**config.mk**
```make
export PLATFORM = sky130hd
export DESIGN_NAME = sm4_block_cipher_unit
export DESIGN_NICKNAME = d
export VERILOG_FILES = /design/src/sm4_pkg.sv /design/src/sm4_block_cipher_unit.sv /design/src/sm4_ram.sv /design/src/sm4_cell.sv
export VERILOG_INCLUDE_DIRS = /design/src /design/src/src
export SDC_FILE = /design/constraint.sdc
export NUM_CORES = 2
export LEC_CHECK = 0
export BUFFER_PORTS_ARGS = -buffer_cell sky130_fd_sc_hd__clkbuf_2
export CORE_UTILIZATION = 40
export CTS_CLUSTER_SIZE = 24
export DETAILED_ROUTE_END_ITERATION = 8
export PLACE_DENSITY = 0.6
export SETUP_SLACK_MARGIN = 0.05
export SLEW_MARGIN = 20
export SYNTH_ARGS = -nofsm -noshare
export SYNTH_HDL_FRONTEND = slang
export SYNTH_SLANG_ARGS = --single-unit
```
**constraint.sdc**
```tcl
create_clock -name clk -period 5.15 [get_ports clk]
set_input_delay 0.2575 -clock clk [delete_from_list [all_inputs] [get_ports clk]]
set_output_delay 0.2575 -clock clk [all_outputs]
set_load 0.02 [all_outputs]
```
**src/sm4_block_cipher_unit_macros.svh**
```systemverilog
// assertion helpers
`ifndef SM4_BLOCK_CIPHER_UNIT_MACROS_SVH
`define SM4_BLOCK_CIPHER_UNIT_MACROS_SVH

`define SM4_ASSERT(lbl, prop) \
	lbl: assert property (@(posedge clk) disable iff (!arst_n) prop) else $error("lbl");

`define SM4_ASSERT_NEVER(lbl, expr) \
	lbl: assert property (@(posedge clk) disable iff (!arst_n) !(expr)) else $error("lbl");

`endif

```
**src/sm4_pkg.sv**
```systemverilog
package sm4_pkg;

	localparam int WordW = 32;
	localparam int KeyIdxW = 5;

	typedef enum logic [1:0] {
		MODE_KEY = 2'd0,
		MODE_ENC = 2'd1,
		MODE_DEC = 2'd2,
		MODE_NOP = 2'd3
	} mode_t;

	typedef enum logic [2:0] {
		ST_IDLE = 3'b001,
		ST_RUN  = 3'b010,
		ST_OUT  = 3'b100
	} state_t;

	// request to a round cell
	typedef struct packed {
		logic             load;
		logic             step;
	} cell_ctl_t;

	function automatic logic [7:0] sbox(input logic [7:0] a);
		logic [7:0] tab [256];
		tab = '{
		8'hd6,8'h90,8'he9,8'hfe,8'hcc,8'he1,8'h3d,8'hb7,8'h16,8'hb6,8'h14,8'hc2,8'h28,8'hfb,8'h2c,8'h05,
		8'h2b,8'h67,8'h9a,8'h76,8'h2a,8'hbe,8'h04,8'hc3,8'haa,8'h44,8'h13,8'h26,8'h49,8'h86,8'h06,8'h99,
		8'h9c,8'h42,8'h50,8'hf4,8'h91,8'hef,8'h98,8'h7a,8'h33,8'h54,8'h0b,8'h43,8'hed,8'hcf,8'hac,8'h62,
		8'he4,8'hb3,8'h1c,8'ha9,8'hc9,8'h08,8'he8,8'h95,8'h80,8'hdf,8'h94,8'hfa,8'h75,8'h8f,8'h3f,8'ha6,
		8'h47,8'h07,8'ha7,8'hfc,8'hf3,8'h73,8'h17,8'hba,8'h83,8'h59,8'h3c,8'h19,8'he6,8'h85,8'h4f,8'ha8,
		8'h68,8'h6b,8'h81,8'hb2,8'h71,8'h64,8'hda,8'h8b,8'hf8,8'heb,8'h0f,8'h4b,8'h70,8'h56,8'h9d,8'h35,
		8'h1e,8'h24,8'h0e,8'h5e,8'h63,8'h58,8'hd1,8'ha2,8'h25,8'h22,8'h7c,8'h3b,8'h01,8'h21,8'h78,8'h87,
		8'hd4,8'h00,8'h46,8'h57,8'h9f,8'hd3,8'h27,8'h52,8'h4c,8'h36,8'h02,8'he7,8'ha0,8'hc4,8'hc8,8'h9e,
		8'hea,8'hbf,8'h8a,8'hd2,8'h40,8'hc7,8'h38,8'hb5,8'ha3,8'hf7,8'hf2,8'hce,8'hf9,8'h61,8'h15,8'ha1,
		8'he0,8'hae,8'h5d,8'ha4,8'h9b,8'h34,8'h1a,8'h55,8'had,8'h93,8'h32,8'h30,8'hf5,8'h8c,8'hb1,8'he3,
		8'h1d,8'hf6,8'he2,8'h2e,8'h82,8'h66,8'hca,8'h60,8'hc0,8'h29,8'h23,8'hab,8'h0d,8'h53,8'h4e,8'h6f,
		8'hd5,8'hdb,8'h37,8'h45,8'hde,8'hfd,8'h8e,8'h2f,8'h03,8'hff,8'h6a,8'h72,8'h6d,8'h6c,8'h5b,8'h51,
		8'h8d,8'h1b,8'haf,8'h92,8'hbb,8'hdd,8'hbc,8'h7f,8'h11,8'hd9,8'h5c,8'h41,8'h1f,8'h10,8'h5a,8'hd8,
		8'h0a,8'hc1,8'h31,8'h88,8'ha5,8'hcd,8'h7b,8'hbd,8'h2d,8'h74,8'hd0,8'h12,8'hb8,8'he5,8'hb4,8'hb0,
		8'h89,8'h69,8'h97,8'h4a,8'h0c,8'h96,8'h77,8'h7e,8'h65,8'hb9,8'hf1,8'h09,8'hc5,8'h6e,8'hc6,8'h84,
		8'h18,8'hf0,8'h7d,8'hec,8'h3a,8'hdc,8'h4d,8'h20,8'h79,8'hee,8'h5f,8'h3e,8'hd7,8'hcb,8'h39,8'h48};
		return tab[a];
	endfunction

	function automatic logic [WordW-1:0] t_xform(input logic [WordW-1:0] a);
		logic [WordW-1:0] b;
		b = {sbox(a[31:24]), sbox(a[23:16]), sbox(a[15:8]), sbox(a[7:0])};
		return b ^ {b[29:0], b[31:30]} ^ {b[21:0], b[31:22]} ^ {b[13:0], b[31:14]}
			^ {b[7:0], b[31:8]};
	endfunction

endpackage

```
**src/sm4_block_cipher_unit.sv**
```systemverilog
// SM4 block cipher with an externally loaded key schedule. Mode 0 writes one round-key word
// (no result); mode 1 encrypts, mode 2 decrypts a 128-bit block, mode 3 is dropped.
// The first key is read from the key RAM in the acceptance cycle, then one round runs per
// cycle through a chain of four word cells fed by a single T-transform; the result is
// offered once all ROUNDS rounds are done. The next transaction is accepted the cycle after
// the result has been taken, so a block is not accepted while another is still in flight.
`include "sm4_block_cipher_unit_macros.svh"

module sm4_block_cipher_unit #(
	parameter int ROUNDS = 32
) (
	input  logic         clk,
	input  logic         arst_n,
	input  logic         s_tvalid,
	output logic         s_tready,
	// mode[1:0], key_index[6:2], key_word[38:7], block_high[102:39], block_low[166:103]
	input  logic [167:0] s_tdata,
	output logic         m_tvalid,
	input  logic         m_tready,
	// result_high[63:0], result_low[127:64]
	output logic [127:0] m_tdata
);
	import sm4_pkg::*;

	localparam int RndW = $clog2(ROUNDS + 1);

	state_t           state_q;
	logic             dec_q;
	logic [RndW-1:0]  rnd_q;
	logic [1:0]       mode;
	logic [KeyIdxW-1:0] raddr;
	logic [WordW-1:0] rk;
	logic [WordW-1:0] w [4];
	logic [WordW-1:0] ld [4];
	logic [WordW-1:0] nx [4];
	logic [WordW-1:0] new_word;
	logic             acc;
	cell_ctl_t        ctl;

	assign mode = s_tdata[1:0];
	assign acc = s_tvalid && s_tready;
	assign s_tready = (state_q == ST_IDLE);

	// key fetch is one round ahead of the cells
	logic [RndW-1:0] fetch_r;
	always_comb begin
		fetch_r = acc ? '0 : rnd_q + RndW'(1);
		if (acc ? (mode == MODE_DEC) : dec_q) begin
			raddr = KeyIdxW'(ROUNDS - 1) - fetch_r[KeyIdxW-1:0];
		end else begin
			raddr = fetch_r[KeyIdxW-1:0];
		end
	end

	sm4_ram #(.Width(WordW), .Depth(ROUNDS)) u_keys (
		.clk(clk),
		.we(acc && mode == MODE_KEY),
		.waddr(s_tdata[6:2]),
		.wdata(s_tdata[38:7]),
		.raddr(raddr),
		.rdata(rk)
	);

	assign ld[0] = s_tdata[102:71];
	assign ld[1] = s_tdata[70:39];
	assign ld[2] = s_tdata[166:135];
	assign ld[3] = s_tdata[134:103];
	assign new_word = w[0] ^ t_xform(w[1] ^ w[2] ^ w[3] ^ rk);
	assign nx[0] = w[1];
	assign nx[1] = w[2];
	assign nx[2] = w[3];
	assign nx[3] = new_word;

	assign ctl.load = acc && (mode == MODE_ENC || mode == MODE_DEC);
	assign ctl.step = (state_q == ST_RUN);

	for (genvar i = 0; i < 4; i++) begin : g_cell
		sm4_cell u_cell (
			.clk(clk), .ctl(ctl), .load_word(ld[i]), .next_word(nx[i]), .word(w[i])
		);
	end

	always_ff @(posedge clk or negedge arst_n) begin
		if (!arst_n) begin
			state_q <= ST_IDLE;
			rnd_q   <= '0;
			dec_q   <= 1'b0;
		end else begin
			unique case (state_q)
				ST_IDLE: begin
					if (ctl.load) begin
						state_q <= ST_RUN;
						rnd_q   <= '0;
						dec_q   <= (mode == MODE_DEC);
					end
				end
				ST_RUN: begin
					rnd_q <= rnd_q + RndW'(1);
					if (rnd_q == RndW'(ROUNDS - 1)) begin
						state_q <= ST_OUT;
					end
				end
				ST_OUT: begin
					if (m_tready) begin
						state_q <= ST_IDLE;
					end
				end
				default: state_q <= ST_IDLE;
			endcase
		end
	end

	assign m_tvalid = (state_q == ST_OUT);
	assign m_tdata  = {w[1], w[0], w[3], w[2]};

	`SM4_ASSERT(a_run_to_out, (state_q == ST_RUN && rnd_q == RndW'(ROUNDS - 1)) |=> m_tvalid)
	`SM4_ASSERT_NEVER(a_busy_ready, s_tready && m_tvalid)
	`SM4_ASSERT(a_load_runs, ctl.load |=> (state_q == ST_RUN && rnd_q == '0))
endmodule

```
**src/sm4_ram.sv**
```systemverilog
module sm4_ram #(
	parameter int Width = 32,
	parameter int Depth = 32
) (
	input  logic                     clk,
	input  logic                     we,
	input  logic [$clog2(Depth)-1:0] waddr,
	input  logic [Width-1:0]         wdata,
	input  logic [$clog2(Depth)-1:0] raddr,
	output logic [Width-1:0]         rdata
);
	logic [Width-1:0] mem_q [Depth];

	always_ff @(posedge clk) begin
		if (we) begin
			mem_q[waddr] <= wdata;
		end
		rdata <= mem_q[raddr];
	end
endmodule

```
**src/sm4_cell.sv**
```systemverilog
// one word of the state shift chain; the tail cell takes the new round word
module sm4_cell (
	input  logic                      clk,
	input  sm4_pkg::cell_ctl_t        ctl,
	input  logic [sm4_pkg::WordW-1:0] load_word,
	input  logic [sm4_pkg::WordW-1:0] next_word,
	output logic [sm4_pkg::WordW-1:0] word
);
	import sm4_pkg::*;

	logic [WordW-1:0] word_q;

	always_ff @(posedge clk) begin
		if (ctl.load) begin
			word_q <= load_word;
		end else if (ctl.step) begin
			word_q <= next_word;
		end
	end

	assign word = word_q;
endmodule
```
# Word-level counts from Yosys, hierarchy flattened
# Memories as Yosys holds them, arrays and structs flattened. A register that Yosys moved wholly into a read port is not among the register bits.
# Cells that the tools add are included.
# word_totals
memories,5
inputBits,172
out_inout_bits,130
ff_bits,138
mem_bits_rw,1024
rom_bits,8192
wordCells,76
# memory_table
name,words,width,read_ports,rd_clocked_by_memory_dff,write_ports,line,rtl
(name not given),256,8,1,0,0,sm4_pkg.sv:44,return tab[a];
(name not given),256,8,1,0,0,sm4_pkg.sv:44,
(name not given),256,8,1,0,0,sm4_pkg.sv:44,
(name not given),256,8,1,0,0,sm4_pkg.sv:44,
u_keys.mem_q,32,32,1,1,1,sm4_ram.sv:12,logic [Width-1:0] mem_q [Depth];
# classes
reduce_logical,10
eq_ne,9
n_bitwise,12
add_sub_neg,2
mux,27
order_cmp,4
# ops
operator,n
2-to-1 mux 32 bit,8
bitwise XOR 32 bit,8
2-to-1 mux 8 bit,8
">= comparator 9 bit, second input constant",4
NOT 8 -> 9 bit,4
one-hot mux 6 bit (2 select lines),1
2-to-1 mux 5 bit,2
2-to-1 mux 3 bit,3
one-hot mux 3 bit (3 select lines),1
"adder 6 x 1 -> 6 bit, second input constant",1
"== test 6 x 5 -> 1 bit, second input constant",1
2-to-1 mux 6 bit,1
"!= test 2 x 1 -> 1 bit, second input constant",3
"subtractor 5 bit, first input constant",1
AND reduction 2 bit,2
nonzero test 2 bit,2
"== test 3 x 1 -> 1 bit, second input constant",1
"== test 3 x 2 -> 1 bit, second input constant",1
"== test 3 bit, second input constant",1
logical AND 1 bit,3
2-to-1 mux 1 bit,3
AND reduction 3 bit,1
"== test 2 x 1 -> 1 bit, second input constant",1
"== test 2 bit, second input constant",1
other kinds (2),2

# Longest topological paths before layout
# logic_depth
word_depth,14
depth_mapped,19
mapped_depth_nobuf,14

# Cells and area by module
# Synthesis repeated with hierarchy kept, for this count alone.
# unflattened
cells_unflattened,4993
hier_area_um2,63081.8
# by_module_without_submodules
mod,n_inst,seq_area_each_um2,area_per_inst_um2,cells_per_inst
sm4_ram,1,31390.1,40485.1,2260
sm4_block_cipher_unit,1,251.5,16565.9,2457
sm4_cell,4,960.9,1507.7,69

# Worst setup path after synthesis
# OpenSTA, ideal clock, no wires.
# synth_path
kind,register -> register
startpoint,register state_q[0]
endpoint,register rnd_q[3]
t_arrival_ns,5.095
t_required_ns,5.022
path_stages_with_launch,10
n_path_buf,1
period_less_slack_ns,5.223
setup_time_ns,0.128
path_slack_ns,-0.073
cell_sequence,dfstp_2 -> inv_1 -> nor3_1 -> and2_1 -> nand2_1 -> clkbuf_1 -> nand2_1 -> o21ai_0 -> nand2_1 -> o31ai_1
# synth_via
elab_chain_cells,5
word_cells_on_any_way,8
classes_between,eq/ne (3); mux (1); reduce/logical (4)
# synth_lines
element,line,rtl
from (decl),sm4_block_cipher_unit.sv:27,state_t state_q;
from (signal assigned),sm4_block_cipher_unit.sv:85,state_q <= ST_IDLE;
from (signal assigned),sm4_block_cipher_unit.sv:92,state_q <= ST_RUN;
from (signal assigned),sm4_block_cipher_unit.sv:100,state_q <= ST_OUT;
== test 3 x 1 -> 1 bit (*),sm4_block_cipher_unit.sv:42,assign s_tready = (state_q == ST_IDLE);
net s_tready,sm4_block_cipher_unit.sv:15,"output logic s_tready,"
logical AND 1 bit,sm4_block_cipher_unit.sv:41,assign acc = s_tvalid && s_tready;
logical AND 1 bit,sm4_block_cipher_unit.sv:74,assign ctl.load = acc && (mode == MODE_ENC || mode == MODE_DEC);
!= test 2 x 1 -> 1 bit (no line),n/a,
AND reduction 2 bit (no line),n/a,
to (signal assigned),sm4_block_cipher_unit.sv:98,rnd_q <= rnd_q + RndW'(1);
to (decl),sm4_block_cipher_unit.sv:29,logic [RndW-1:0] rnd_q;
# The timed path passes the listed nets; every way through them passes the cells marked *.
# A chain may end at the register's enable or synchronous reset.

# Worst setup path after layout
# layout_path
startpoint,register g_cell[3].u_cell.word_q[24]
endpoint,register g_cell[3].u_cell.word_q[28] (data pin)
# layout_via
elab_chain_cells,13
# layout_lines
element,line,rtl
from (decl),sm4_cell.sv:11,logic [WordW-1:0] word_q;
from (signal assigned),sm4_cell.sv:15,word_q <= load_word;
from (signal assigned),sm4_cell.sv:17,word_q <= next_word;
bitwise XOR 32 bit (2 in a row),sm4_block_cipher_unit.sv:68,assign new_word = w[0] ^ t_xform(w[1] ^ w[2] ^ w[3] ^ rk);
NOT 8 -> 9 bit (implied by the code),sm4_pkg.sv:44,
memory (256 x 8 bit),n/a,
2-to-1 mux 8 bit (implied by the code) (2 in a row),sm4_pkg.sv:44,
bitwise XOR 32 bit (3 in a row),sm4_pkg.sv:50,"return b ^ {b[29:0], b[31:30]} ^ {b[21:0], b[31:22]} ^ {b[13:0], b[31:14]}"
bitwise XOR 32 bit,sm4_pkg.sv:51,"^ {b[7:0], b[31:8]};"
bitwise XOR 32 bit,sm4_block_cipher_unit.sv:68,
2-to-1 mux 32 bit,sm4_cell.sv:16,end else if (ctl.step) begin
2-to-1 mux 32 bit,sm4_cell.sv:14,if (ctl.load) begin
# No other way between the ends. The select of a mux whose other input is x is not followed.

==> reports/results.tsv <==
stage	metric	value	unit
sta	fin_skew	0.0475	ns
setup_path	cp.arrival	5.47	ns
layout	final_cell_mix	edfxtp_1, nand2_1, buf_4	
grt	grt_max_degree	129	
setup_path	required	5.62	ns
place	hpwlAfterDp	157000	um
place	finalWeightedCongestion	1.02	
synthesis	synth_edf_count	1152	
route	drt-vias-per-instance	6.19	
synthesis	syn_area	0.0613	mm^2
synthesis	synthCells	4928	
die	rows	143	
die	die_h	393	um
setup_path	cp_max_fo	12	
grt	grt_antenna_before_repair	26	
die	die_width	393	um
synthesis	yosys_register_bits	1194	
sta	drv_slew	0	
cts	path_clk_slew	0.06	ns
status	status	complete, no violations	
cts	cts-root-buf	clkbuf_16	
grt	grt-ovfl-total	0	
die	start_util	0.403	
grt	busiest_layer	met2	
synthesis	yosysSeqAreaShare	0.579	
sta	slew_headroom	0.226	
layout	syn_to_final_growth	20.7	%
place	port_buffers	300	
cts	clk_path_buf_depth	3	
grt	use_met2	0.466	
sta	hold_violations	0	
layout	fin_nets	5794	
synthesis	avgSynthCellArea	12.4	um^2
setup_path	end_kind	flip-flop	
grt	grt_pass1_vias	46101	
synthesis	ys_async_sr_fraction	0.00838	
route	drtIter0Drc	6669	
synthesis	ys_types	98	
sta	tightestPinTransition	1.16	ns
route	drcViolationCount	0	
route	wirelength	234000	um
die	core_area	0.152	mm^2
sta	setup_viol	0	
die	die_area	0.155	mm^2
cts	numCtsBuffers	131	
run	drv_cap	0	
sta	fmax	200	MHz
sta	fin_crit_sh	0.972	
cts	clk_latency	0.77	ns
worst_hold_path	whs_path_depth	3	
route	antenna_left	0	
synthesis	synth_fp_nets	5141	
setup_path	cp-start-kind	flip-flop	
synthesis	ys_warn_count	0	
grt	grt_use_total	0.297	
route	routed-via-count	47818	
synthesis	synth_ff_type	edfxtp_1	
cts	cts.sinks	1194	
sta	rsz0062_at_grt	no	
grt	grt_pass1_wl	337000	um
route	firstDrtPassIters	8	
cts	cts_resized	0	
die	pin_count	302	
sta	finalSetupTns	0	ns
layout	fillers	13234	
setup_path	critical_path_class	reg -> reg	
worst_hold_path	hold_path.class	in -> reg	
grt	gr-usage-met1	0.403	
layout	final_common_cell	edfxtp_1	
layout	layout-drive-gt1-share	0.243	
cts	tritoncts	built	
route	wire_per_inst	30.2	um
sta	fin_crit	5.00	ns
setup_path	reg2reg_depth	15	
cts	htree_levels	4	
grt	met3_usage	0.0612	
==> sequential cells by signal (all words and copies together) (netlist names) <==
name                cells
g_cell.u_cell.word    128
u_keys.rdata           32
state_q                 3
rnd_q                   6
dec_q                   1
u_keys.mem_q         1024
==> critical path: stages (launching register included) <==
cell and delay (ns):
edfxtp_1 0.42, xor2_1 0.20, xnor2_2 0.55, inv_1 0.33, ha_1 0.35, buf_4 0.22
nand2_1 0.28, a21boi_0 0.15, o41a_1 0.42, a32oi_1 0.51, a2111oi_4 0.23, xor2_2 0.32
xor2_1 0.30, buf_4 0.20, xnor2_1 0.11, o21ai_1 0.08
==> layout make-up <==
cell class,instances,area (um^2),area share
diodes,7,17.5,0.000237
clock buffers,164,3470,0.0470
clock inverters,71,749,0.0101
inverters,38,143,0.00193
multi-input cells,3285,24600,0.332
flip-flops and latches,1194,35500,0.480
well taps,2030,2540,0.0343
repair buffers,931,6970,0.0942
==> metal layers <==
layer | wire (um) | vias to the layer above | part of all wire
met2 | 108000 | 2963 | 0.46
met5 | 185 | - | 0.00079
met1 | 93100 | 23863 | 0.40
met3 | 22300 | 601 | 0.095
met4 | 10200 | 26 | 0.044
li1 | - | 20365 | -
==> cell usage after synthesis (52+ instances only) <==
cell type	instances	area, um^2
clkbuf_1	257	965
a211oi_1	56	420
nand2_1	925	3470
buf_2	71	355
nor3_1	65	325
o211ai_1	103	773
nor2_1	266	998
xnor2_1	154	1350
a21oi_1	221	1110
edfxtp_1	1152	34600
buf_1	55	206
xor2_1	82	718
mux2i_1	52	521
o21ai_0	222	1110
mux4_2	272	6130
nand3_1	165	826
==> stage by stage <==
step	setup WS, ns	instance area, um^2	hold slack [ns]	utilization	instances
finish	0.146	74000	0.0351	0.487	7720
CTS	0.252	73900	0.00277	0.487	7713
floorplan	0.672	61300	-0.0381	-	4928
detailed placement	0.288	68400	0.142	0.451	7351
global placement	0.226	68400	0.142	0.451	7350
global route	0.0552	74000	0.0402	0.487	7719
==> cells by family (layout without fill, tap and decap cells) <==
family,count (synthesis),after routing,synth area share
flops,1194,1194,0.579
compound gates,1105,1105,0.124
simple gates,1546,1546,0.106
other cells,0,7,0
fa+ha+maj,41,41,0.00837
mux,331,331,0.110
xor+xnor,262,262,0.0415
buf+inv,449,1204,0.0312
==> worst paths after layout <==
path | slack (ns) | endpoint | from
max | 0.15 | g_cell[3].u_cell.word[28] | g_cell[3].u_cell.word[24]
min | 0.04 | g_cell[3].u_cell.word[28] | s_tdata[131]
max reg2reg | 0.15 | g_cell[3].u_cell.word[28] | g_cell[3].u_cell.word[24]
min reg2reg | 0.48 | rnd_q[5] | rnd_q[5]
max in group asynchronous | 4.85 | state_q[0] | arst_n
min in group asynchronous | 0.09 | rnd_q[2] | arst_n
==> repair_timing <==
action / in CTS / in global routing
setup buffers: 0 / 0
hold buffers: 127 / 0
endpoints found under the hold margin: 137 / 0
Power is not shown: default switching activity piles up to over one toggle a cycle in this logic, so the estimate is an artifact.
